`src/rtl/core/wtc_pkg.sv`:
```
`timescale 1ns / 1ps
// ----------------------------------------------------------------------------
// wtc_pkg
// Shared widths, angle constants, arctangent table and state codes for the
// waypoint tracking controller.
// ----------------------------------------------------------------------------
package wtc_pkg;

    localparam int WP_DEPTH = 64;
    localparam int WP_AW    = $clog2(WP_DEPTH);
    localparam int WP_CW    = $clog2(WP_DEPTH + 1);

    localparam int CFG_AW   = 4;
    localparam int ZW       = 22;
    localparam int XW       = 38;
    localparam int MAW      = 36;
    localparam int MBW      = 18;
    localparam int PW       = MAW + MBW;
    localparam int CSW      = 18;
    localparam int DW       = 17;
    localparam int OW       = 24;
    localparam int NW       = 38;
    localparam int DENW     = 15;
    localparam int CORDIC_STEPS = 16;

    typedef logic [WP_AW-1:0]       t_addr;
    typedef logic [WP_AW:0]         t_wsum;
    typedef logic [WP_CW-1:0]       t_cnt;
    typedef logic signed [XW-1:0]   t_x;
    typedef logic signed [ZW-1:0]   t_z;
    typedef logic signed [MAW-1:0]  t_ma;
    typedef logic signed [MBW-1:0]  t_mb;
    typedef logic signed [PW-1:0]   t_prod;
    typedef logic signed [CSW-1:0]  t_cs;
    typedef logic signed [DW-1:0]   t_dlt;
    typedef logic signed [OW-1:0]   t_out;
    typedef logic [NW-1:0]          t_div;
    typedef logic [DENW-1:0]        t_den;

    localparam t_z    ANG_PI      = 22'sd205887;
    localparam t_z    ANG_2PI     = 22'sd411775;
    localparam t_z    ANG_HALF_PI = 22'sd102944;
    localparam t_x    CORDIC_ONE  = 38'sd39797;
    localparam t_out  OUT_MAX     = 24'sh7FFFFF;
    localparam t_out  OUT_MIN     = 24'sh800000;
    localparam t_prod Q28_ONE     = 54'sd268435456;
    localparam t_prod Q28_HALF    = 54'sd134217728;

    localparam logic [15:0] GAIN_RST = 16'd12288;
    localparam logic [14:0] POFF_RST = 15'd819;
    localparam logic [14:0] HOFF_RST = 15'd229;
    localparam logic [14:0] ARAD_RST = 15'd410;

    localparam logic MODE_APPEND = 1'b0;
    localparam logic MODE_POSE   = 1'b1;

    typedef enum logic [1:0] {
        REG_GAIN = 2'd0,
        REG_POFF = 2'd1,
        REG_HOFF = 2'd2,
        REG_ARAD = 2'd3
    } t_reg;

    typedef enum logic [4:0] {
        S_IDLE, S_DELTA, S_SQ_DX, S_SQ_DY, S_SQ_RR, S_ARRIVE,
        S_QXY, S_QWZ, S_QYY, S_QZZ, S_QB,
        S_VSTART, S_VWAIT, S_RSTART, S_RWAIT,
        S_PCX, S_PSY, S_PCY, S_PSX, S_PGS, S_PGT,
        S_TURN, S_DIV, S_OUT
    } t_state;

    function automatic logic [16:0] atan_entry(input logic [3:0] idx);
        logic [16:0] v;
        unique case (idx)
            4'd0:  v = 17'd51472;
            4'd1:  v = 17'd30386;
            4'd2:  v = 17'd16055;
            4'd3:  v = 17'd8150;
            4'd4:  v = 17'd4091;
            4'd5:  v = 17'd2047;
            4'd6:  v = 17'd1024;
            4'd7:  v = 17'd512;
            4'd8:  v = 17'd256;
            4'd9:  v = 17'd128;
            4'd10: v = 17'd64;
            4'd11: v = 17'd32;
            4'd12: v = 17'd16;
            4'd13: v = 17'd8;
            4'd14: v = 17'd4;
            4'd15: v = 17'd2;
        endcase
        return v;
    endfunction

endpackage

```
`src/rtl/core/wtc_cordic.sv`:
```
`timescale 1ns / 1ps
// ----------------------------------------------------------------------------
// wtc_cordic
// Shared CORDIC unit, one micro-rotation per cycle: vectoring mode gives the
// angle of (x, y), rotation mode gives cos and sin of z.
// ----------------------------------------------------------------------------
module wtc_cordic (
    input  logic          i_clk,
    input  logic          i_rst_n,
    input  logic          i_start,
    input  logic          i_vec,
    input  wtc_pkg::t_x   i_x,
    input  wtc_pkg::t_x   i_y,
    input  wtc_pkg::t_z   i_z,
    output logic          o_busy,
    output wtc_pkg::t_x   o_x,
    output wtc_pkg::t_x   o_y,
    output wtc_pkg::t_z   o_z
);

    logic          r_busy;
    logic [3:0]    r_i;
    logic          r_vec;
    logic          r_neg;
    logic          r_zero;
    wtc_pkg::t_x   r_x;
    wtc_pkg::t_x   r_y;
    wtc_pkg::t_z   r_z;

    wtc_pkg::t_x   xs;
    wtc_pkg::t_x   ys;
    wtc_pkg::t_z   at;
    logic          up;

    always_comb begin
        xs = r_x >>> r_i;
        ys = r_y >>> r_i;
        at = $signed({{(wtc_pkg::ZW - 17){1'b0}}, wtc_pkg::atan_entry(r_i)});
        up = r_vec ? (r_y > 0) : (r_z < 0);
    end

    always_ff @(posedge i_clk) begin
        if (!i_rst_n) begin
            r_busy <= 1'b0;
            r_i    <= '0;
        end else if (i_start) begin
            r_busy <= 1'b1;
            r_i    <= '0;
        end else if (r_busy) begin
            r_i <= r_i + 4'd1;
            if (r_i == 4'(wtc_pkg::CORDIC_STEPS - 1)) begin
                r_busy <= 1'b0;
            end
        end
    end

    always_ff @(posedge i_clk) begin
        if (i_start) begin
            r_vec <= i_vec;
            if (i_vec) begin
                r_neg  <= 1'b0;
                r_zero <= (i_x == 0) && (i_y == 0);
                if (i_x < 0) begin
                    r_x <= -i_x;
                    r_y <= -i_y;
                    r_z <= (i_y >= 0) ? wtc_pkg::ANG_PI : -wtc_pkg::ANG_PI;
                end else begin
                    r_x <= i_x;
                    r_y <= i_y;
                    r_z <= '0;
                end
            end else begin
                r_zero <= 1'b0;
                r_x    <= wtc_pkg::CORDIC_ONE;
                r_y    <= '0;
                if (i_z > wtc_pkg::ANG_HALF_PI) begin
                    r_z   <= i_z - wtc_pkg::ANG_PI;
                    r_neg <= 1'b1;
                end else if (i_z < -wtc_pkg::ANG_HALF_PI) begin
                    r_z   <= i_z + wtc_pkg::ANG_PI;
                    r_neg <= 1'b1;
                end else begin
                    r_z   <= i_z;
                    r_neg <= 1'b0;
                end
            end
        end else if (r_busy) begin
            if (up) begin
                r_x <= r_x + ys;
                r_y <= r_y - xs;
                r_z <= r_z + at;
            end else begin
                r_x <= r_x - ys;
                r_y <= r_y + xs;
                r_z <= r_z - at;
            end
        end
    end

    assign o_busy = r_busy;
    assign o_x    = r_neg ? -r_x : r_x;
    assign o_y    = r_neg ? -r_y : r_y;
    assign o_z    = r_zero ? '0 : r_z;

endmodule

```
`config.mk`:
```
export PLATFORM = sky130hd
export DESIGN_NAME = wtc_cordic
export DESIGN_NICKNAME = d
export VERILOG_FILES = /design/src/rtl/core/wtc_pkg.sv /design/src/rtl/core/wtc_cordic.sv
export SDC_FILE = /design/constraint.sdc
export NUM_CORES = 1
export LEC_CHECK = 0
export BUFFER_PORTS_ARGS = -buffer_cell sky130_fd_sc_hd__buf_2
export CORE_MARGIN = 1.5
export CORE_UTILIZATION = 62
export CTS_CLUSTER_SIZE = 25
export DETAILED_ROUTE_END_ITERATION = 6
export PLACE_DENSITY = 0.79
export SYNTH_ARGS = -nofsm -noshare
export SYNTH_HDL_FRONTEND = slang
export SYNTH_SLANG_ARGS = --single-unit
export TNS_END_PERCENT = 10
```
`constraint.sdc`:
```
create_clock -name i_clk -period 6.9 [get_ports i_clk]
set_input_delay 0.345 -clock i_clk [delete_from_list [all_inputs] [get_ports i_clk]]
set_output_delay 0.345 -clock i_clk [all_outputs]
set_load 0.01 [all_outputs]
```
### Yosys cells after proc, flatten, opt, wreduce, memory -nomap -nowiden

Memory sizes are Yosys's and may differ from the RTL's. A register that Yosys moved wholly into a read port is not among the register bits.
Index checks and enable logic that the tools add are counted.

| storage, ports and cells | value |
|---|---|
| register bits | 106 |
| bits of input ports | 102 |
| output and inout port bits | 99 |
| ROM bits | 256 |
| word-level logic and storage cells | 66 |
| memories kept | 1 |

Memory list:

| name | words | width | read ports | clocked after memory_dff | wr ports | RTL line | text |
|---|---|---|---|---|---|---|---|
| (no name shown) | 16 | 16 | 1 | 1 | 0 | wtc_pkg.sv:74 | `unique case (idx)` |

| cells by class | value |
|---|---|
| add/sub/neg operators | 13 |
| eq/ne operators | 1 |
| multiplexer cells | 29 |
| reductions and logical operators | 5 |
| bitwise gates (word level) | 1 |
| $lt $le $gt $ge | 6 |
| shift operators | 2 |

Operator list:

| cell | number |
|---|---|
| $mux W38 | 12 |
| $mux W22 | 9 |
| $neg A38 Y38 | 4 |
| $add A38 B38 Y38 | 2 |
| $logic_not A38 Y1 | 2 |
| $sshr A38 B4 Y38 | 2 |
| $sub A38 B38 Y38 | 2 |
| $ge A38 B1 Y1 const B | 1 |
| $gt A38 B1 Y1 const B | 1 |
| $lt A38 B1 Y1 const B | 1 |
| $add A22 B18 Y22 | 1 |
| $add A22 B19 Y22 const B | 1 |
| $gt A22 B18 Y1 const B | 1 |
| $lt A22 B1 Y1 const B | 1 |
| $lt A22 B18 Y1 const B | 1 |
| $sub A22 B18 Y22 | 1 |
| $sub A22 B19 Y22 const B | 1 |
| $mux W4 | 2 |
| $mux W1 | 6 |
| $add A4 B1 Y4 const B | 1 |
| $eq A4 B4 Y1 const B | 1 |
| $reduce_bool A2 Y1 | 1 |
| $reduce_or A2 Y1 | 1 |
| $logic_and A1 B1 Y1 | 1 |
| $not A1 Y1 | 1 |

### Longest topological paths before layout

| logic depth | value |
|---|---|
| depth after elaboration | 5 |
| gate-level depth with buffers | 30 |
| mapped depth without buffers | 24 |

### Worst setup path before layout

OpenSTA, ideal clock, no wires.

| timing | value |
|---|---|
| kind | register to register |
| from | register r_i[0] |
| to | register r_y[34], data pin |
| setup time | 0.275 ns |
| period minus slack after synthesis | 6.091 ns |
| path buffers | 7 |
| stages on the path, launching flop included | 27 |
| required time | 6.625 ns |
| data arrival time | 5.816 ns |
| path slack | 0.809 ns |
| cell sequence | dfxtp_1 > buf_2 > buf_1 > buf_2 > clkbuf_1 > clkbuf_1 > buf_1 > nor3_1 > a21oi_1 > ha_1 > inv_1 > nor2_1 > o21ai_0 > nand2b_1 > o21ai_0 > xnor2_1 > ha_1 > clkbuf_1 > a21o_1 > a2111oi_0 > o22a_1 > a21oi_1 > a21o_1 > a31oi_1 > o21ai_0 > mux2i_1 > o221ai_1 |

| between the ends | value |
|---|---|
| longest elaborated chain between the ends | 5 |
| elaborated cells between the ends (all ways) | 6 |
| classes of those cells | add/sub (2); shift (1); mux (3) |

RTL lines:

| element | RTL line | text |
|---|---|---|
| start: declaration | wtc_cordic.sv:22 | `logic [3:0] r_i;` |
| start signal: assignment | wtc_cordic.sv:50 | `r_i <= r_i + 4'd1;` |
| $sshr A38 B4 Y38 * | wtc_cordic.sv:36 | `xs = r_x >>> r_i;` |
| $add A38 B38 Y38 or $sub A38 B38 Y38 (tied branches) | wtc_cordic.sv:94, wtc_cordic.sv:90 |  |
| $mux W38 * | wtc_cordic.sv:88 | `if (up) begin` |
| $mux W38 * | wtc_cordic.sv:87 | `end else if (r_busy) begin` |
| $mux W38 * | wtc_cordic.sv:58 | `if (i_start) begin` |
| end signal: assignment | wtc_cordic.sv:65 | `r_y <= -i_y;` |
| end signal: assignment | wtc_cordic.sv:90 | `r_y <= r_y - xs;` |
| end signal: assignment | wtc_cordic.sv:94 | `r_y <= r_y + xs;` |
| end: declaration | wtc_cordic.sv:27 | `wtc_pkg::t_x r_y;` |

Every way passes the cells marked *; elsewhere a longest branch is shown, timed or not. The select of a mux whose other input is x is not followed.
A chain may end at the register's enable or synchronous reset.

### Worst setup path after layout

| timing | value |
|---|---|
| from | register r_y[12] |
| to | register r_y[23], data pin |

| between the ends | value |
|---|---|
| longest elaborated chain between the ends | 5 |
| elaborated cells between the ends (all ways) | 7 |
| classes of those cells | add/sub (2); order compare (1); mux (4) |

RTL lines:

| element | RTL line | text |
|---|---|---|
| start signal: assignment | wtc_cordic.sv:65 |  |
| start signal: assignment | wtc_cordic.sv:69 | `r_y <= i_y;` |
| start signal: assignment | wtc_cordic.sv:90 |  |
| $gt A38 B1 Y1 | wtc_cordic.sv:39 | `up = r_vec ? (r_y > 0) : (r_z < 0);` |
| $mux W1 | wtc_cordic.sv:39 |  |
| $mux W38 * | wtc_cordic.sv:88 |  |
| $mux W38 * | wtc_cordic.sv:87 |  |
| $mux W38 * | wtc_cordic.sv:58 |  |

Marked as above.

==> flow_metrics.env <==
export IMPL_status="completed"
export IMPL_dieArea_sq_um=32900
export IMPL_fmax_mhz=150.2
export IMPL_synth_most_common_cell="nand2_1"
export IMPL_yosys_warnings=0
export IMPL_hold_viol_final=0
export IMPL_crit_required_ps=7120
export IMPL_synth_cell_types=89
export IMPL_grt_usage=0.4237
export IMPL_finalSetupViolations=0
export IMPL_routedWlPerCell_um=24.32
export IMPL_die_w_um=181.4
export IMPL_cts_sinks=122
export IMPL_combPwrFrac=0.789
export IMPL_synth_area_top_cells="edfxtp_1, mux4_2, xnor2_1"
export IMPL_power_share_clock=0.067
export IMPL_worstSetupPathType="register to register"
export IMPL_critPathMaxFanout=38
export IMPL_slew_headroom=0.2758
export IMPL_clockRootBuffer="clkbuf_16"
export IMPL_internal_power_uw=6472
export IMPL_clkSlewWorstSetupHoldPaths_ps=60
export IMPL_ys_seq_area_frac=0.1751
export IMPL_syn_cell_area_sq_um=19730
export IMPL_seq_area_sq_um=3466
export IMPL_dp_hpwl_um=54040
export IMPL_areaGrowthSynthToFinish_pct=10.20
export IMPL_dr_pass1_iters=6
export IMPL_fin_crit_ps=6659
export IMPL_synthFlopType="edfxtp_1"
export IMPL_clock_skew_ps=7.929
export IMPL_remaining_drc_errors=0
export IMPL_cp_end_kind="register"
export IMPL_ant_nets=0
export IMPL_synth_top_cells_by_count="nand2_1, xnor2_1, o21ai_0, xor2_1, a21oi_1"
export IMPL_fp_dieH_um=181.4
export IMPL_gp_congestion=1.088
export IMPL_worstSetupStartpointType="register"
export IMPL_synth_top_area_cell="edfxtp_1"
export IMPL_finalSetupTns_ps=0
export IMPL_via_count=20570
export IMPL_hold_buffers=0
export IMPL_grt_pass1_vias=18893
export IMPL_fill_cells=2593
export IMPL_placementRows=65
export IMPL_via_per_inst=7.086
export IMPL_grt_first_pass_wirelength_um=108000
export IMPL_powerDensity_nw_per_um2=633.3
export IMPL_cellLeakagePower_uw=0.008512
export IMPL_arrival_ps=6880
export IMPL_antenna_found_initial=3
export IMPL_netSwitchingPower_uw=7294
export IMPL_synth_fp_nets=2578
export IMPL_multiInputGateArea_sq_um=15380
export IMPL_start_util=0.6268
export IMPL_min_path_type="input port to register"
export IMPL_htreeDepth=4
export IMPL_io_buffers=200
export IMPL_min_period_over_period=0.9651
export IMPL_nets=2705
export IMPL_synth_edf_count=101
export IMPL_finalWirelength_um=70600
export IMPL_syn_inst=2359
export IMPL_synth_top_cell_area_share=0.1537
export IMPL_hold_ws_ps=173.4
export IMPL_grt_max_degree=78
export IMPL_ys_ff_latch=122
export IMPL_ios=201
export IMPL_p_sw_frac=0.5298
export IMPL_worstSkewPairLatency_ps=450
export IMPL_cts_tree="yes"
export IMPL_drt_initial_drc_count=2733
export IMPL_drive_gt1_frac=0.1861
export IMPL_cap_viol_max_count=0
export IMPL_rsz0062_at_grt="no"
export IMPL_slew_viol_final=0
export IMPL_p_seq_frac=0.144
export IMPL_grt_ovfl_total=0
export IMPL_synthArstFlopShare=0
export IMPL_cts_buffer_depth=2
export IMPL_cts_buffers=17
export IMPL_syn_avg_cell_area_sq_um=8.362
export IMPL_ir_drop_v=0.0003367
export IMPL_coreArea_sq_um=31470
export IMPL_worstMarginPinSlew_ps=1086
==> cell usage in the layout (no fill, tap or decap), types with 12 or more instances in the layout <==
cell type / count
nand4_1: 15
edfxtp_1: 101
a21boi_0: 18
or2_2: 19
nand2_1: 214
a22oi_1: 21
or3_1: 32
buf_4: 71
inv_1: 57
and2_1: 19
a31oi_1: 25
or4_1: 40
o21ai_1: 12
clkbuf_16: 18
a21oi_1: 134
nand3_1: 45
buf_2: 199
a21o_1: 49
o22ai_1: 55
xor2_1: 138
dfxtp_1: 17
o21ai_0: 155
nor3b_1: 13
a211oi_1: 16
mux4_2: 89
mux2_2: 24
ha_1: 114
nor2_1: 128
a221oi_1: 12
o41ai_1: 25
nand2b_1: 26
mux2i_1: 63
xnor2_1: 184
o21a_1: 16
nor2b_1: 42
nor3_1: 37
o31ai_1: 62
and3_1: 23
nor4_1: 18
==> through the flow <==
stage	setup slack, ps	power [uW]	utilization	instance area [sq um]	std cells
floorplan	809.5	9358	-	19730	2359
global placement	344.4	12150	0.6715	21140	2869
detailed placement	241.6	12370	0.6715	21140	2869
CTS	233.1	13410	0.6901	21720	2901
global route	14.37	14650	0.6905	21730	2901
finish	240.9	13770	0.6907	21740	2903
==> critical path, cell delays in order, from the launching register on <==
cell	delay, ps
edfxtp_1	560
or4_1	630
nor4_1	320
nand4b_1	160
or3_1	430
o31a_1	370
mux2i_4	390
buf_12	250
o21ai_0	130
xnor2_1	440
ha_1	390
and3_1	250
a31oi_1	410
a21boi_0	290
a21bo_2	290
a21o_1	190
a21o_1	200
a31o_2	270
xnor2_1	130
o22ai_1	320
==> registers in the layout (all words and copies together) (netlist names) <==
signal  cells
r_x        38
r_y        38
r_zero      1
o_busy      1
at         16
r_vec       1
r_z        22
r_i         4
r_neg       1
==> cell families (layout without fill, tap and decap cells) <==
group                      after synthesis  count (layout)  share of synthesized area
and+or+nand+nor                        703             703                     0.1813
buffers and inverters                  224             364                    0.04656
other                                    0               2                          0
adders and majority gates              117             117                    0.07535
DFF                                    122             122                     0.1751
xor gates and xnor gates               324             324                     0.1446
muxes                                  178             178                     0.1491
AOI/OAI and AO/OA                      691             691                     0.2281
==> layout make-up <==
type,count,area share
Clock inverter,14,0.006216
Sequential cell,122,0.1594
Clock buffer,18,0.02072
Inverter,60,0.01036
Timing Repair Buffer,272,0.07218
Tap cell,402,0.02314
Antenna cell,2,0.0002302
Multi-Input combinational cell,2013,0.7077
==> final timing paths <==
check	cells past startpoint	slack, ps	startpoint	endpoint
setup / recovery	19	240	r_y[12]	r_y[23]
hold / removal	2	170	i_rst_n	o_busy
setup reg to reg	19	240	r_y[12]	r_y[23]
hold reg to reg	2	670	o_busy	o_busy
==> power by group through the flow <==
| stage | Combinational (uW) | Clock (uW) | Sequential [uW] |
|---|---|---|---|
| floorplan | 7770 | 0 | 1590 |
| global placement | 10200 | 0 | 1940 |
| detailed placement | 10400 | 0 | 1940 |
| CTS | 10600 | 921 | 1940 |
| global route | 11700 | 946 | 1990 |
| finish | 10900 | 923 | 1990 |
==> routing by layer <==
metal / part of all wire / GRT usage / wire length [um] / vias up
met2: 0.44 / 0.6635 / 31220 / 1323
met5: 0.000099 / 0 / 7 / -
met1: 0.40 / 0.5598 / 27970 / 9855
met4: 0.038 / 0.1613 / 2702 / 2
li1: - / - / - / 9193
met3: 0.12 / 0.1131 / 8694 / 197
==> timing repair <==
| item | in CTS | in global routing |
|---|---|---|
| endpoints found under the hold margin | 0 | 0 |
| endpoints found under the setup margin | 0 | 11 |
| gates resized for setup | 0 | 6 |
| setup buffers | 0 | 0 |
No activity file was read; power rests on OpenSTA's default activity.
