[src/rtl/core/wtc_pkg.sv]
`timescale 1ns / 1ps
// ----------------------------------------------------------------------------
// wtc_pkg
// Shared widths, angle constants, arctangent table and state codes for the
// waypoint tracking controller.
// ----------------------------------------------------------------------------
package wtc_pkg;

    localparam int WP_DEPTH = 64;
    localparam int WP_AW    = $clog2(WP_DEPTH);
    localparam int WP_CW    = $clog2(WP_DEPTH + 1);

    localparam int CFG_AW   = 4;
    localparam int ZW       = 22;
    localparam int XW       = 38;
    localparam int MAW      = 36;
    localparam int MBW      = 18;
    localparam int PW       = MAW + MBW;
    localparam int CSW      = 18;
    localparam int DW       = 17;
    localparam int OW       = 24;
    localparam int NW       = 38;
    localparam int DENW     = 15;
    localparam int CORDIC_STEPS = 16;

    typedef logic [WP_AW-1:0]       t_addr;
    typedef logic [WP_AW:0]         t_wsum;
    typedef logic [WP_CW-1:0]       t_cnt;
    typedef logic signed [XW-1:0]   t_x;
    typedef logic signed [ZW-1:0]   t_z;
    typedef logic signed [MAW-1:0]  t_ma;
    typedef logic signed [MBW-1:0]  t_mb;
    typedef logic signed [PW-1:0]   t_prod;
    typedef logic signed [CSW-1:0]  t_cs;
    typedef logic signed [DW-1:0]   t_dlt;
    typedef logic signed [OW-1:0]   t_out;
    typedef logic [NW-1:0]          t_div;
    typedef logic [DENW-1:0]        t_den;

    localparam t_z    ANG_PI      = 22'sd205887;
    localparam t_z    ANG_2PI     = 22'sd411775;
    localparam t_z    ANG_HALF_PI = 22'sd102944;
    localparam t_x    CORDIC_ONE  = 38'sd39797;
    localparam t_out  OUT_MAX     = 24'sh7FFFFF;
    localparam t_out  OUT_MIN     = 24'sh800000;
    localparam t_prod Q28_ONE     = 54'sd268435456;
    localparam t_prod Q28_HALF    = 54'sd134217728;

    localparam logic [15:0] GAIN_RST = 16'd12288;
    localparam logic [14:0] POFF_RST = 15'd819;
    localparam logic [14:0] HOFF_RST = 15'd229;
    localparam logic [14:0] ARAD_RST = 15'd410;

    localparam logic MODE_APPEND = 1'b0;
    localparam logic MODE_POSE   = 1'b1;

    typedef enum logic [1:0] {
        REG_GAIN = 2'd0,
        REG_POFF = 2'd1,
        REG_HOFF = 2'd2,
        REG_ARAD = 2'd3
    } t_reg;

    typedef enum logic [4:0] {
        S_IDLE, S_DELTA, S_SQ_DX, S_SQ_DY, S_SQ_RR, S_ARRIVE,
        S_QXY, S_QWZ, S_QYY, S_QZZ, S_QB,
        S_VSTART, S_VWAIT, S_RSTART, S_RWAIT,
        S_PCX, S_PSY, S_PCY, S_PSX, S_PGS, S_PGT,
        S_TURN, S_DIV, S_OUT
    } t_state;

    function automatic logic [16:0] atan_entry(input logic [3:0] idx);
        logic [16:0] v;
        unique case (idx)
            4'd0:  v = 17'd51472;
            4'd1:  v = 17'd30386;
            4'd2:  v = 17'd16055;
            4'd3:  v = 17'd8150;
            4'd4:  v = 17'd4091;
            4'd5:  v = 17'd2047;
            4'd6:  v = 17'd1024;
            4'd7:  v = 17'd512;
            4'd8:  v = 17'd256;
            4'd9:  v = 17'd128;
            4'd10: v = 17'd64;
            4'd11: v = 17'd32;
            4'd12: v = 17'd16;
            4'd13: v = 17'd8;
            4'd14: v = 17'd4;
            4'd15: v = 17'd2;
        endcase
        return v;
    endfunction

endpackage

[src/rtl/core/wtc_div.sv]
`timescale 1ns / 1ps
// ----------------------------------------------------------------------------
// wtc_div
// Restoring unsigned divider, one quotient bit per cycle.
// ----------------------------------------------------------------------------
module wtc_div (
    input  logic          i_clk,
    input  logic          i_rst_n,
    input  logic          i_start,
    input  wtc_pkg::t_div i_num,
    input  wtc_pkg::t_den i_den,
    output logic          o_busy,
    output wtc_pkg::t_div o_quot
);

    logic                           r_busy;
    logic [$clog2(wtc_pkg::NW)-1:0] r_cnt;
    wtc_pkg::t_div                  r_num;
    wtc_pkg::t_den                  r_den;
    wtc_pkg::t_den                  r_rem;

    logic [wtc_pkg::DENW:0]         trial;
    logic [wtc_pkg::DENW:0]         diff;
    logic                           fits;

    always_comb begin
        trial = {r_rem, r_num[wtc_pkg::NW-1]};
        diff  = trial - {1'b0, r_den};
        fits  = trial >= {1'b0, r_den};
    end

    always_ff @(posedge i_clk) begin
        if (!i_rst_n) begin
            r_busy <= 1'b0;
            r_cnt  <= '0;
        end else if (i_start) begin
            r_busy <= 1'b1;
            r_cnt  <= '0;
        end else if (r_busy) begin
            r_cnt <= r_cnt + 1'b1;
            if (r_cnt == ($clog2(wtc_pkg::NW))'(wtc_pkg::NW - 1)) begin
                r_busy <= 1'b0;
            end
        end
    end

    always_ff @(posedge i_clk) begin
        if (i_start) begin
            r_num <= i_num;
            r_den <= i_den;
            r_rem <= '0;
        end else if (r_busy) begin
            r_num <= {r_num[wtc_pkg::NW-2:0], fits};
            r_rem <= fits ? diff[wtc_pkg::DENW-1:0] : trial[wtc_pkg::DENW-1:0];
        end
    end

    assign o_busy = r_busy;
    assign o_quot = r_num;

endmodule
[config.mk]
export PLATFORM = sky130hd
export DESIGN_NAME = wtc_div
export DESIGN_NICKNAME = d
export VERILOG_FILES = /design/src/rtl/core/wtc_pkg.sv /design/src/rtl/core/wtc_div.sv
export SDC_FILE = /design/constraint.sdc
export NUM_CORES = 1
export LEC_CHECK = 0
export ABC_AREA = 1
export BUFFER_PORTS_ARGS = -buffer_cell sky130_fd_sc_hd__buf_2
export CAP_MARGIN = 20
export CELL_PAD_IN_SITES_DETAIL_PLACEMENT = 1
export CELL_PAD_IN_SITES_GLOBAL_PLACEMENT = 1
export CORE_MARGIN = 1
export CORE_UTILIZATION = 40
export DETAILED_ROUTE_END_ITERATION = 10
export GPL_TIMING_DRIVEN = 0
export PLACE_DENSITY_LB_ADDON = 0.25
export RECOVER_POWER = 25
export REMOVE_ABC_BUFFERS = 1
export SYNTH_ARGS = -nofsm -noshare
export SYNTH_HDL_FRONTEND = slang
export SYNTH_SLANG_ARGS = --single-unit
[constraint.sdc]
create_clock -name i_clk -period 2.6 [get_ports i_clk]
set_input_delay 0.13 -clock i_clk [delete_from_list [all_inputs] [get_ports i_clk]]
set_output_delay 0.13 -clock i_clk [all_outputs]
set_load 0.05 [all_outputs]
After elaboration in Yosys (flattened, before gate mapping)
Cells that the tools add are included.
{ "op_classes": {"addsub": 2, "mul": 0, "n_div": 0, "order_cmp": 1, "eq_ne": 1, "shift": 0, "mux": 6, "n_bitwise": 1, "n_reduce_logical": 2} }
{ "op_table": {"columns": ["op", "count"], "rows": [
  ["$mux W38", 2],
  ["$ge A16 B15 Y1", 1],
  ["$mux W15", 1],
  ["$sub A15 B15 Y15", 1],
  ["$add A6 B1 Y6 const B", 1],
  ["$eq A6 B6 Y1 const B", 1],
  ["$mux W1", 3],
  ["$reduce_bool A2 Y1", 1],
  ["$reduce_or A2 Y1", 1],
  ["$not A1 Y1", 1]
]} }
{ "word_totals": {"reg_bits": 75, "latchBits": 0, "mem_bits_rw": 0, "romBits": 0, "inputBits": 56, "output_inout_bits": 39, "mem_count": 0} }

Longest topological paths before layout
Gate-level depths: netlist of run 1.
{ "depth": {"ltp_word": 4, "depth_mapped": 14} }

Least setup slack after synthesis of run 1
OpenSTA, ideal clock, no wires.
{ "synth_path": {"kind": "register to register", "from": "register r_num[37], in the netlist o_quot[37]", "to": "register r_rem[14]", "setup_ns": 0.112, "arrival_ns": 2.188, "required_ns": 2.488, "path_slack_ns": 0.299, "stages_incl_launch_ff": 15, "synth_period_minus_slack_ns": 2.301, "path_cell_list": "edfxtp_1 -> inv_1 -> ha_1 -> fa_1 -> inv_1 -> nand2_1 -> nand2_1 -> nand3_2 -> nand3_2 -> nand2_4 -> nand2_8 -> buf_12 -> nand3_2 -> nand2_1 -> nand2_1"} }
{ "synth_via": {"elab_chain_cells": 2, "elab_cells_between_ends": 3, "classes_between": "add/sub: 1; order compare: 1; mux: 1"} }
{ "synth_rtl": {"columns": ["item", "line", "source"], "rows": [
  ["from (decl)", "wtc_div.sv:18", "wtc_pkg::t_div r_num;"],
  ["from (signal assigned)", "wtc_div.sv:49", "r_num <= i_num;"],
  ["from (signal assigned)", "wtc_div.sv:53", "r_num <= {r_num[wtc_pkg::NW-2:0], fits};"],
  ["$sub A15 B15 Y15 / $ge A16 B15 Y1 (equally long branches)", "wtc_div.sv:28, wtc_div.sv:29", null],
  ["$mux W15 (*)", "wtc_div.sv:54", "r_rem <= fits ? diff[wtc_pkg::DENW-1:0] : trial[wtc_pkg::DENW-1:0];"],
  ["to (signal assigned)", "wtc_div.sv:54", null],
  ["to (decl)", "wtc_div.sv:20", "wtc_pkg::t_den r_rem;"]
]} }
Every way passes the cells marked *; elsewhere a longest branch is shown, timed or not.
A chain may end at the register's enable or synchronous reset.

Worst setup path in the final report of run 1
{ "layout_path": {"from": "register r_num[37], in the netlist o_quot[37]", "to": "register r_rem[6]"} }
Same word-level chain as after synthesis.

==> flow_summary_export.csv, run 1 <==
group,metric,value,unit
global_route,grt_pass1_vias,3942,
yosys,synth_ff_type,"edfxtp_1",
cells_and_area,fin_area,5150,um2
yosys,synth_edf_count,53,
placement,placed_area,4800,um2
placement,gp_congestion,0.813,
timing,skew,15.7,ps
worst_setup_path,crit_arrival,2430,ps
yosys,synth_top_family_by_area,"simple AND/OR/NAND/NOR gates",
worst_setup_path,crit_required,2830,ps
yosys,yosysTopAreaCellShare,38.0,%
timing,period_share,84.5,%
worst_setup_path,path_cells,"inv_1 -> ha_1 -> fa_1 -> inv_1 -> nand2_1 -> nand2_1 -> nand3_2 -> nand3_2 -> nand2_4 -> nand2_8 -> nand2_1 -> nand3_1 -> nand2_1",
worst_setup_path,max_stage_delay,410,ps
yosys,synthAdderAreaFrac,5.56,%
pwr,irDropWorstVdd,286,uV
pwr,leakage,2.63,nW
global_route,grt_max_degree,57,
worst_setup_path,slowest_stage,"fa_1",
global_route,grt_first_pass_wirelength,18.3,mm
cells_and_area,multiInputGateArea,1800,um2
routing,vias,3685,
timing,fin_ws,404,ps
timing,rsz0062_at_grt,"no",
cts,cts_sinks,75,
routing,detail_route.wirelength,10.6,mm
yosys,ys_async_sr_fraction,0,%
placement,dpl.hpwl,7.77,mm
die,start_util,42.1,%
worst_setup_path,critical_path.most_common_cell,"nand2_1",
yosys,synth_compound_area_share,2.69,%
cells_and_area,seq_area,2030,um2
yosys,yosys_register_bits,75,
placement,dp_slack,183,ps
yosys,synth-simple-area-share,33.5,%
yosys,yosysSeqAreaShare,48.5,%
cells_and_area,area_delta_synth_final,22.9,%
yosys,netlist.top_cell.by_area,"edfxtp_1",
cts,clk_pin_slew,90,ps
cells_and_area,final_common_cell,"nand2_1",
worst_setup_path,cp-start-kind,"register",
yosys,synthMuxAreaShare,0,%
timing,max-slew-margin-rel,36.4,%
routing,drcViolationCount,0,
yosys,yosys_warnings,0,
die,fp.coreArea,9950,um2
cts,clock-root-buffer,"clkbuf_8",
cts,clkLatencyLatePin,350,ps
cts,ctsResizeCount,0,
die,io-pin-count,95,
worst_setup_path,path_class,"reg -> reg",
cells_and_area,num-nets-final,705,
placement,io_buffers,94,
die,die_y,104,um
worst_hold_path,hold_class,"in -> reg",
timing,max_freq,0.455,GHz
routing,drt_pass1_iterations,4,
yosys,synth_area,4190,um2
cells_and_area,drive_gt1_share,19.2,%
routing,drt-vias-per-instance,4.79,
cts,cts_tree,"done",
worst_setup_path,setup.worst_path.end_class,"register",
timing,slew_violations,0,
cells_and_area,final_cell_mix,"nand2_1, buf_2, inv_1",
timing,layout_min_cycle_time,2200,ps
yosys,avgSynthCellArea,8.04,um2
flow_run,maxCapViolations,0,
cts,clk_path_buf_depth,2,
cells_and_area,n_antenna_cell,0,
die,rows,36,
yosys,synth-xor-area-share,1.25,%
yosys,yosys.cell_types.count,36,
cts,htreeDepth,3,
cts,cts_hold_buf,15,
die,dieArea,10900,um2
cells_and_area,fillers,1268,
pwr,power_density,571,nW/um2
global_route,gr-total-overflow,0,
yosys,synth_area_leaders,"edfxtp_1, nand2_1, dfxtp_1",
global_route,grt_use_total,21.0,%
status,outcome,"completed",
die,die_x,104,um
timing,final_hold_viol_count,0,
global_route,antenna_found_initial,0,
yosys,synthCells,521,
routing,antenna_left,0,
timing,worst_pin_slew,955,ps
routing,drt_iter0_markers,97,
timing,setup_viol,0,
cts,numCtsBuffers,9,
routing,wl_per_cell,13.8,um
worst_setup_path,path_max_fanout,17,
cts,post_cts_buffers,0,
[layer usage]
metal | GRT usage, % | share of wire (%) | vias up
met5 | 0 | 0 | -
met4 | 6.73 | 1.3 | 0
met3 | 4.70 | 4.4 | 10
met2 | 37.1 | 50 | 75
met1 | 25.1 | 45 | 1732
li1 | - | - | 1868
[Yosys cell counts (3+ instances only)]
master	instances
nand2_1	223
inv_1	71
edfxtp_1	53
nand3_1	38
dfxtp_1	22
nor2_1	21
ha_1	17
clkbuf_1	8
a21oi_1	6
nand2_2	6
nand3_2	6
nand3b_1	5
nand4_1	5
nor3_1	4
o21ai_1	4
nor3b_1	3
o21ai_0	3
xnor2_1	3
xor2_1	3
[stage by stage]
stage                     total power [W]  util, %  hold WS, ps  cells  setup TNS [ps]
after floorplan                   0.00185        -          229    507               0
after global placement            0.00201     47.6          308    734          -29690
after detailed placement          0.00204     48.2          309    737               0
after CTS                         0.00298     51.7         27.6    768               0
after global routing              0.00308     51.7         44.0    769               0
final                             0.00294     51.7         45.7    769               0
[registers in the layout (all words and copies together) (netlist names)]
signal and cells:
o_quot 38, r_den 15, r_rem 15, r_cnt 6, o_busy 1
[cells by family after synthesis]
group	after synthesis
AOI/OAI and AO/OA	18
xor gates and xnor gates	6
adders and majority gates	18
buffers and inverters	86
DFF	75
and+or+nand+nor	318
[power breakdown]
group          internal [W]  total (W)  switching (W)
logic              0.000166   0.000599       0.000434
clock network      0.000466   0.000912       0.000446
registers           0.00138    0.00143      0.0000447
[final cells by class]
type	count	area share, %
Tap cell	133	3.23
Sequential cell	75	39.5
Multi-Input combinational cell	360	35.0
Clock inverter	5	1.05
Clock buffer	11	2.75
Timing Repair Buffer	113	13.3
Inverter	72	5.25
[critical path: cells and delay by family, from the launching register on]
family / cells / cell delay, ps
adders and majority gates: 2 / 630
buffers and inverters: 2 / 180
DFF: 1 / 350
and+or+nand+nor: 9 / 900
[final timing paths]
kind / end / cells after the start / slack (ps) / startpoint
worst max-delay path: r_rem[6]$_SDFFE_PP0P_ / 13 / 400 / o_quot[37]$_DFFE_PP_
worst max register to register: r_rem[6]$_SDFFE_PP0P_ / 13 / 400 / o_quot[37]$_DFFE_PP_
worst min-delay path: o_quot[25]$_DFFE_PP_ / 3 / 50 / i_num[25]
worst min register to register: r_rem[11]$_SDFFE_PP0P_ / 2 / 480 / r_rem[11]$_SDFFE_PP0P_
Note: power is estimated with default switching activity, not from simulation.
==> run 2, diff against run 1 <==
ABC_AREA = 0   (was 1)
CORE_UTILIZATION = 38   (was 40)
clock period = 1.8 ns   (was 2.6 ns; I/O delays follow)
==> run 2 against run 1 <==
  * Core utilization is 5.3 points higher
  * Largest power group unchanged
  * Non-clock buffer count is 57 higher
  * Clock skew increased by 0.52 ps
  * Combinational power grew to 2.8 times the previous value
  * The run now ends with setup timing left
  * Die area fell by 3.9%
  * Sequential share of layout area shrank 3.0 points
==> flow_summary_export.csv, run 2 <==
group,metric,value,unit
yosys,yosys_warnings,0,
worst_setup_path,path_max_fanout,6,
status,violations,"setup timing",
yosys,synth.most_common_cell,"edfxtp_1",
routing,drt_iter0_markers,81,
global_route,antenna_found_initial,0,
cts,clk_path_buf_depth,2,
timing,rsz0062_at_grt,"yes",
yosys,yosysTopAreaCellShare,41.7,%
routing,drt_pass1_iterations,4,
timing,max_freq,0.388,GHz
global_route,grt_max_degree,70,
cts,clk_pin_slew,90,ps
yosys,avgSynthCellArea,11.9,um2
yosys,synth_area,3820,um2
yosys,yosys_register_bits,75,
routing,drcViolationCount,0,
placement,dpl.hpwl,6.17,mm
cells_and_area,final_cell_mix,"buf_2, edfxtp_1, dlygate4sd3_1",
pwr,power_density,964,nW/um2
yosys,netlist.top_cell.by_area,"edfxtp_1",
worst_setup_path,crit_arrival,2880,ps
pwr,leakage,2.31,nW
cells_and_area,n_antenna_cell,0,
yosys,yosys.cell_types.count,51,
timing,slew_violations,0,
worst_setup_path,r2r_setup_slack,-780,ps
cts,cts_sinks,75,
worst_setup_path,crit_required,2100,ps
routing,wl_per_cell,16.8,um
timing,final_hold_viol_count,0,
cells_and_area,num-nets-final,563,
timing,layout_min_cycle_time,2580,ps
timing,setup_viol,54,
routing,vias,3161,
cells_and_area,area_delta_synth_final,45.9,%
global_route,grt_use_total,21.5,%
die,die_x,102,um
yosys,synth_ff_type,"edfxtp_1",
die,die_y,102,um
die,io-pin-count,95,
worst_setup_path,cp-start-kind,"register",
yosys,synthCells,320,
cts,clock-root-buffer,"clkbuf_8",
cells_and_area,fin_util,57.0,%
worst_hold_path,hold_class,"in -> reg",
yosys,yosysSeqAreaShare,53.2,%
placement,io_buffers,94,
timing,worst_pin_slew,921,ps
timing,skew,16.2,ps
placement,gp_congestion,0.751,
routing,detail_route.wirelength,10.5,mm
yosys,ys_async_sr_fraction,0,%
yosys,synth_edf_count,53,
cells_and_area,final_common_cell,"buf_2",
cells_and_area,drive_gt1_share,43.7,%
cts,htreeDepth,3,
die,dieArea,10500,um2
cts,numCtsBuffers,9,
worst_setup_path,setup.worst_path.end_class,"register",
cts,clkLatencyLatePin,380,ps
pwr,irDropWorstVdd,1000,uV
worst_setup_path,path_class,"reg -> reg",
global_route,grt_pass1_vias,3331,
yosys,synth_commonest_cells,"edfxtp_1, mux2_2, nor2_1",
die,start_util,39.1,%
cells_and_area,largest_reg_flops,38,
flow_run,maxCapViolations,0,
timing,max-slew-margin-rel,38.6,%
timing,fin_ws,-779,ps
cts,cts_tree,"done",
yosys,synth_area_leaders,"edfxtp_1, dfxtp_1, mux2_2",
global_route,grt_first_pass_wirelength,16.6,mm
routing,antenna_left,0,
die,fp.coreArea,9770,um2
global_route,gr-total-overflow,0,
status,outcome,"complete, but fails checks",
placement,dp_slack,-1260,ps
timing,period_share,143,%
routing,drt-vias-per-instance,5.04,
die,rows,36,
## run 2: cell families after synthesis
logic type	synth area share, %
multiplexers	13.2
XOR/XNOR	2.29
adder cells (fa/ha/maj)	6.09
AND/OR/NAND/NOR	8.98
flip-flops	53.2
buffers and inverters	3.57
AO/OA/AOI/OAI	12.6
## run 2: worst paths after layout
kind / end / start / depth (start not counted)
setup reg to reg: r_rem[0]$_SDFFE_PP0P_ / o_quot[37]$_DFFE_PP_ / 11
hold / removal: o_quot[13]$_DFFE_PP_ / i_num[13] / 2
hold reg to reg: r_rem[12]$_SDFFE_PP0P_ / r_rem[12]$_SDFFE_PP0P_ / 2
setup / recovery: r_rem[0]$_SDFFE_PP0P_ / o_quot[37]$_DFFE_PP_ / 11
## run 2: power breakdown
| group | switching (W) | leakage, nW | internal [W] |
|---|---|---|---|
| Clock | 0.000705 | 0.125 | 0.000864 |
| Sequential | 0.000108 | 0.710 | 0.00204 |
| Combinational | 0.000937 | 1.47 | 0.000719 |
| Total | 0.00175 | 2.31 | 0.00362 |
## run 2: metal layers
| layer | wire [um] | GRT usage, % | part of all wire (%) | vias up |
|---|---|---|---|---|
| met5 | 0 | 0 | 0 | - |
| met4 | 142 | 6.81 | 1.3 | 0 |
| met3 | 719 | 9.23 | 6.8 | 12 |
| met2 | 5340 | 37.5 | 51 | 77 |
| met1 | 4330 | 23.6 | 41 | 1549 |
| li1 | - | - | - | 1523 |
## run 2: cell type report
class | instances | area [um2]
Fill cell | 1048 | 4200
Sequential cell | 75 | 2030
Multi-Input combinational cell | 209 | 1820
Timing Repair Buffer | 170 | 1210
Clock buffer | 12 | 188
Tap cell | 133 | 166
Inverter | 24 | 90.1
Clock inverter | 4 | 58.8
## run 2: what timing repair did
item,in CTS,in global routing
pin swaps,23,10
hold buffers,42,1
hold endpoints to repair,42,1
buffers inserted,30,6
endpoints found under the setup margin,56,54
cloned,0,0
resized for setup,28,15
## run 2: critical path: stages (launching register included)
cell	delay [ps]
edfxtp_1	410
inv_2	110
ha_4	150
fa_2	200
nand2b_4	140
a21oi_4	70
a41o_1	240
a31o_4	260
a31oi_4	300
buf_6	160
mux2_4	300
a211oi_2	170
## run 2: per-stage QoR
step	TNS [ps]	power, W	cell area (um2)	hold slack [ps]	instances
floorplan	-37550	0.00307	3770	158	308
global placement	-54520	0.00338	4410	269	535
detailed placement	-31190	0.00342	4440	268	536
CTS	-13420	0.00534	5500	0.125	623
global route	-20300	0.00563	5570	0.708	627
finish	-14460	0.00537	5570	20.3	627
==> run 3, diff against run 2 <==
CORE_UTILIZATION = 30   (was 38)
CTS_CLUSTER_DIAMETER = 30   (was not set)
==> run 3 against run 2 <==
  * The flow still finishes with violations (setup timing)
  * Sequential power about the same
  * First-iteration DRC count fell by 11%
  * Clock power is 28% higher
  * Total power increased by 5.9%
  * Flip-flop and latch count stayed put
  * Maximum frequency up 2.2%
  * Combinational power decreased by 7%
  * Cell area fell by 4.7%
  * Setup slack better by 55 ps
  * Hold slack better by 23 ps
  * Critical endpoint unchanged
  * Largest cell class unchanged
==> flow_summary_export.csv, run 3 (same netlist as run 2, synthesis figures left out) <==
group,metric,value,unit
status,outcome,"complete, but fails checks",
status,violations,"setup timing",
pwr,p_seq_share,37.6,%
cells_and_area,num-nets-final,523,
global_route,grt_use_total,15.5,%
die,die_y,115,um
timing,setup_viol,54,
pwr,combPwrFrac,27.1,%
cells_and_area,drive_gt1_share,44.1,%
pwr,p_sw_share,30.8,%
timing,final_hold_viol_count,0,
die,die_x,115,um
timing,fin_ws,-724,ps
die,dieArea,13200,um2
worst_hold_path,hold_class,"in -> reg",
worst_setup_path,cp-start-kind,"register",
global_route,antenna_found_initial,0,
worst_setup_path,slowest_stage,"a221o_2",
worst_setup_path,path_class,"reg -> reg",
routing,wl_per_cell,15.3,um
worst_setup_path,r2r_setup_slack,-720,ps
routing,drt_iter0_markers,72,
pwr,power_switching,0.00175,W
cts,numCtsBuffers,9,
routing,antenna_left,0,
pwr,irDropWorstVdd,634,uV
timing,worst_pin_slew,888,ps
worst_setup_path,path_max_fanout,6,
global_route,grt_first_pass_wirelength,15.6,mm
cts,cts_tree,"done",
die,io-pin-count,95,
cts,clkLatencyLatePin,340,ps
placement,io_buffers,94,
placement,dp_slack,-1270,ps
cts,htreeDepth,3,
cts,cts_sinks,75,
worst_setup_path,crit_required,2060,ps
cells_and_area,fin_cells,622,
timing,slew_violations,0,
flow_run,maxCapViolations,0,
die,fp.coreArea,12200,um2
cells_and_area,final_common_cell,"buf_2",
worst_setup_path,startpoint,"r_den[6]$_DFFE_PP_",
cells_and_area,fin_util,43.5,%
worst_setup_path,worst_r2r_path_depth,9,
die,rows,40,
routing,vias,2950,
routing,drt-vias-per-instance,4.74,
timing,whs,42.9,ps
worst_setup_path,r2r_start,"r_den[6]$_DFFE_PP_",
timing,period_share,140,%
cells_and_area,fillers,1372,
timing,rsz0062_at_grt,"yes",
routing,drt_pass1_iterations,4,
worst_setup_path,setup.worst_path.end_class,"register",
timing,setup_tns,-11780,ps
global_route,gr-total-overflow,0,
die,start_util,31.3,%
cts,clk_path_buf_depth,2,
worst_setup_path,max_stage_delay,440,ps
worst_setup_path,crit_arrival,2790,ps
cells_and_area,largest_reg_flops,38,
timing,max_freq,0.396,GHz
routing,detail_route.wirelength,9.49,mm
pwr,power_density,1070,nW/um2
placement,dp.cells,571,
pwr,intPower,0.00393,W
cells_and_area,area_delta_synth_final,39.1,%
timing,layout_min_cycle_time,2520,ps
pwr,leakage,2.15,nW
worst_setup_path,critPathCapture,"r_rem[0]$_SDFFE_PP0P_",
worst_setup_path,timing.rr.end,"r_rem[0]$_SDFFE_PP0P_",
cts,clk_pin_slew,60,ps
pwr,clkPwrFrac,35.3,%
timing,skew,8.89,ps
global_route,grt_pass1_vias,3290,
timing,max-slew-margin-rel,40.8,%
placement,gp_congestion,0.747,
worst_setup_path,path_cells,"inv_2 -> ha_4 -> a21o_1 -> a221o_2 -> a31o_4 -> a31oi_4 -> buf_6 -> mux2_4 -> a211oi_2",
cts,clock-root-buffer,"clkbuf_16",
cells_and_area,final_cell_mix,"buf_2, edfxtp_1, mux2_2",
cells_and_area,n_antenna_cell,0,
routing,drcViolationCount,0,
placement,dpl.hpwl,6.22,mm
global_route,grt_max_degree,70,
-- run 3: changes by cell type in the layout (fill, tap and decap cells not counted), moves of 2 or more --
| cell | delta |
|---|---|
| a311oi_2 | -2 |
| a311oi_1 | +2 |
| dlygate4sd3_1 | -27 |
| clkbuf_8 | -9 |
| clkbuf_16 | +8 |
| clkbuf_1 | +2 |
| buf_4 | -14 |
-- run 3: critical path, delay by kind of cell (launching register included) --
kind,cells,cell delay (ps)
buffers and inverters,2,230
muxes,1,290
AOI/OAI and AO/OA,5,1310
DFF,1,390
adders and majority gates,1,210
-- run 3: per-stage QoR --
step                power, W  area (um2)
floorplan            0.00307        3770
global placement     0.00339        4450
detailed placement   0.00342        4470
CTS                  0.00567        5210
global route         0.00596        5310
finish               0.00568        5310
-- run 3: how the worst min path moves through the flow --
stage	to	from	cells past startpoint
finish	o_quot[23]$_DFFE_PP_	i_num[23]	2
global route	o_quot[23]$_DFFE_PP_	i_num[23]	2
CTS	o_quot[17]$_DFFE_PP_	i_num[17]	2
detailed placement	r_den[6]$_DFFE_PP_	i_den[6]	1
global placement	r_den[10]$_DFFE_PP_	i_den[10]	1
floorplan	r_rem[14]$_SDFFE_PP0P_	i_start	1
-- run 3: power by group through the flow --
stage	clock (W)	combinational [W]	sequential, W
after floorplan	0	0.000585	0.00248
after global placement	0	0.00122	0.00217
after detailed placement	0	0.00125	0.00217
after CTS	0.00207	0.00146	0.00214
after global routing	0.00214	0.00167	0.00216
final	0.00201	0.00154	0.00214
-- run 3: metal layers --
layer | track usage (%) | wire, um
met1 | 18.3 | 4330
met3 | 5.59 | 705
met4 | 8.48 | 208
met5 | 0 | 0
met2 | 24.8 | 4250
-- run 3: timing repair --
action | CTS | global route
endpoints found under the hold margin | 16 | 0
gates cloned | 0 | 1
hold buffers | 16 | 0
setup endpoints to repair | 56 | 54
buffers inserted | 15 | 6
pin swaps | 20 | 12
resized for setup | 25 | 17
-- run 3: final cells by class --
cell class | instances | area (um2) | share of cell area (%)
clock inverter | 5 | 85.1 | 1.60
inverter | 24 | 90.1 | 1.70
tap | 168 | 210 | 3.96
multi-input combinational | 209 | 1810 | 34.1
sequential | 75 | 2030 | 38.3
clock buffer | 11 | 243 | 4.57
timing repair buffer | 130 | 841 | 15.8
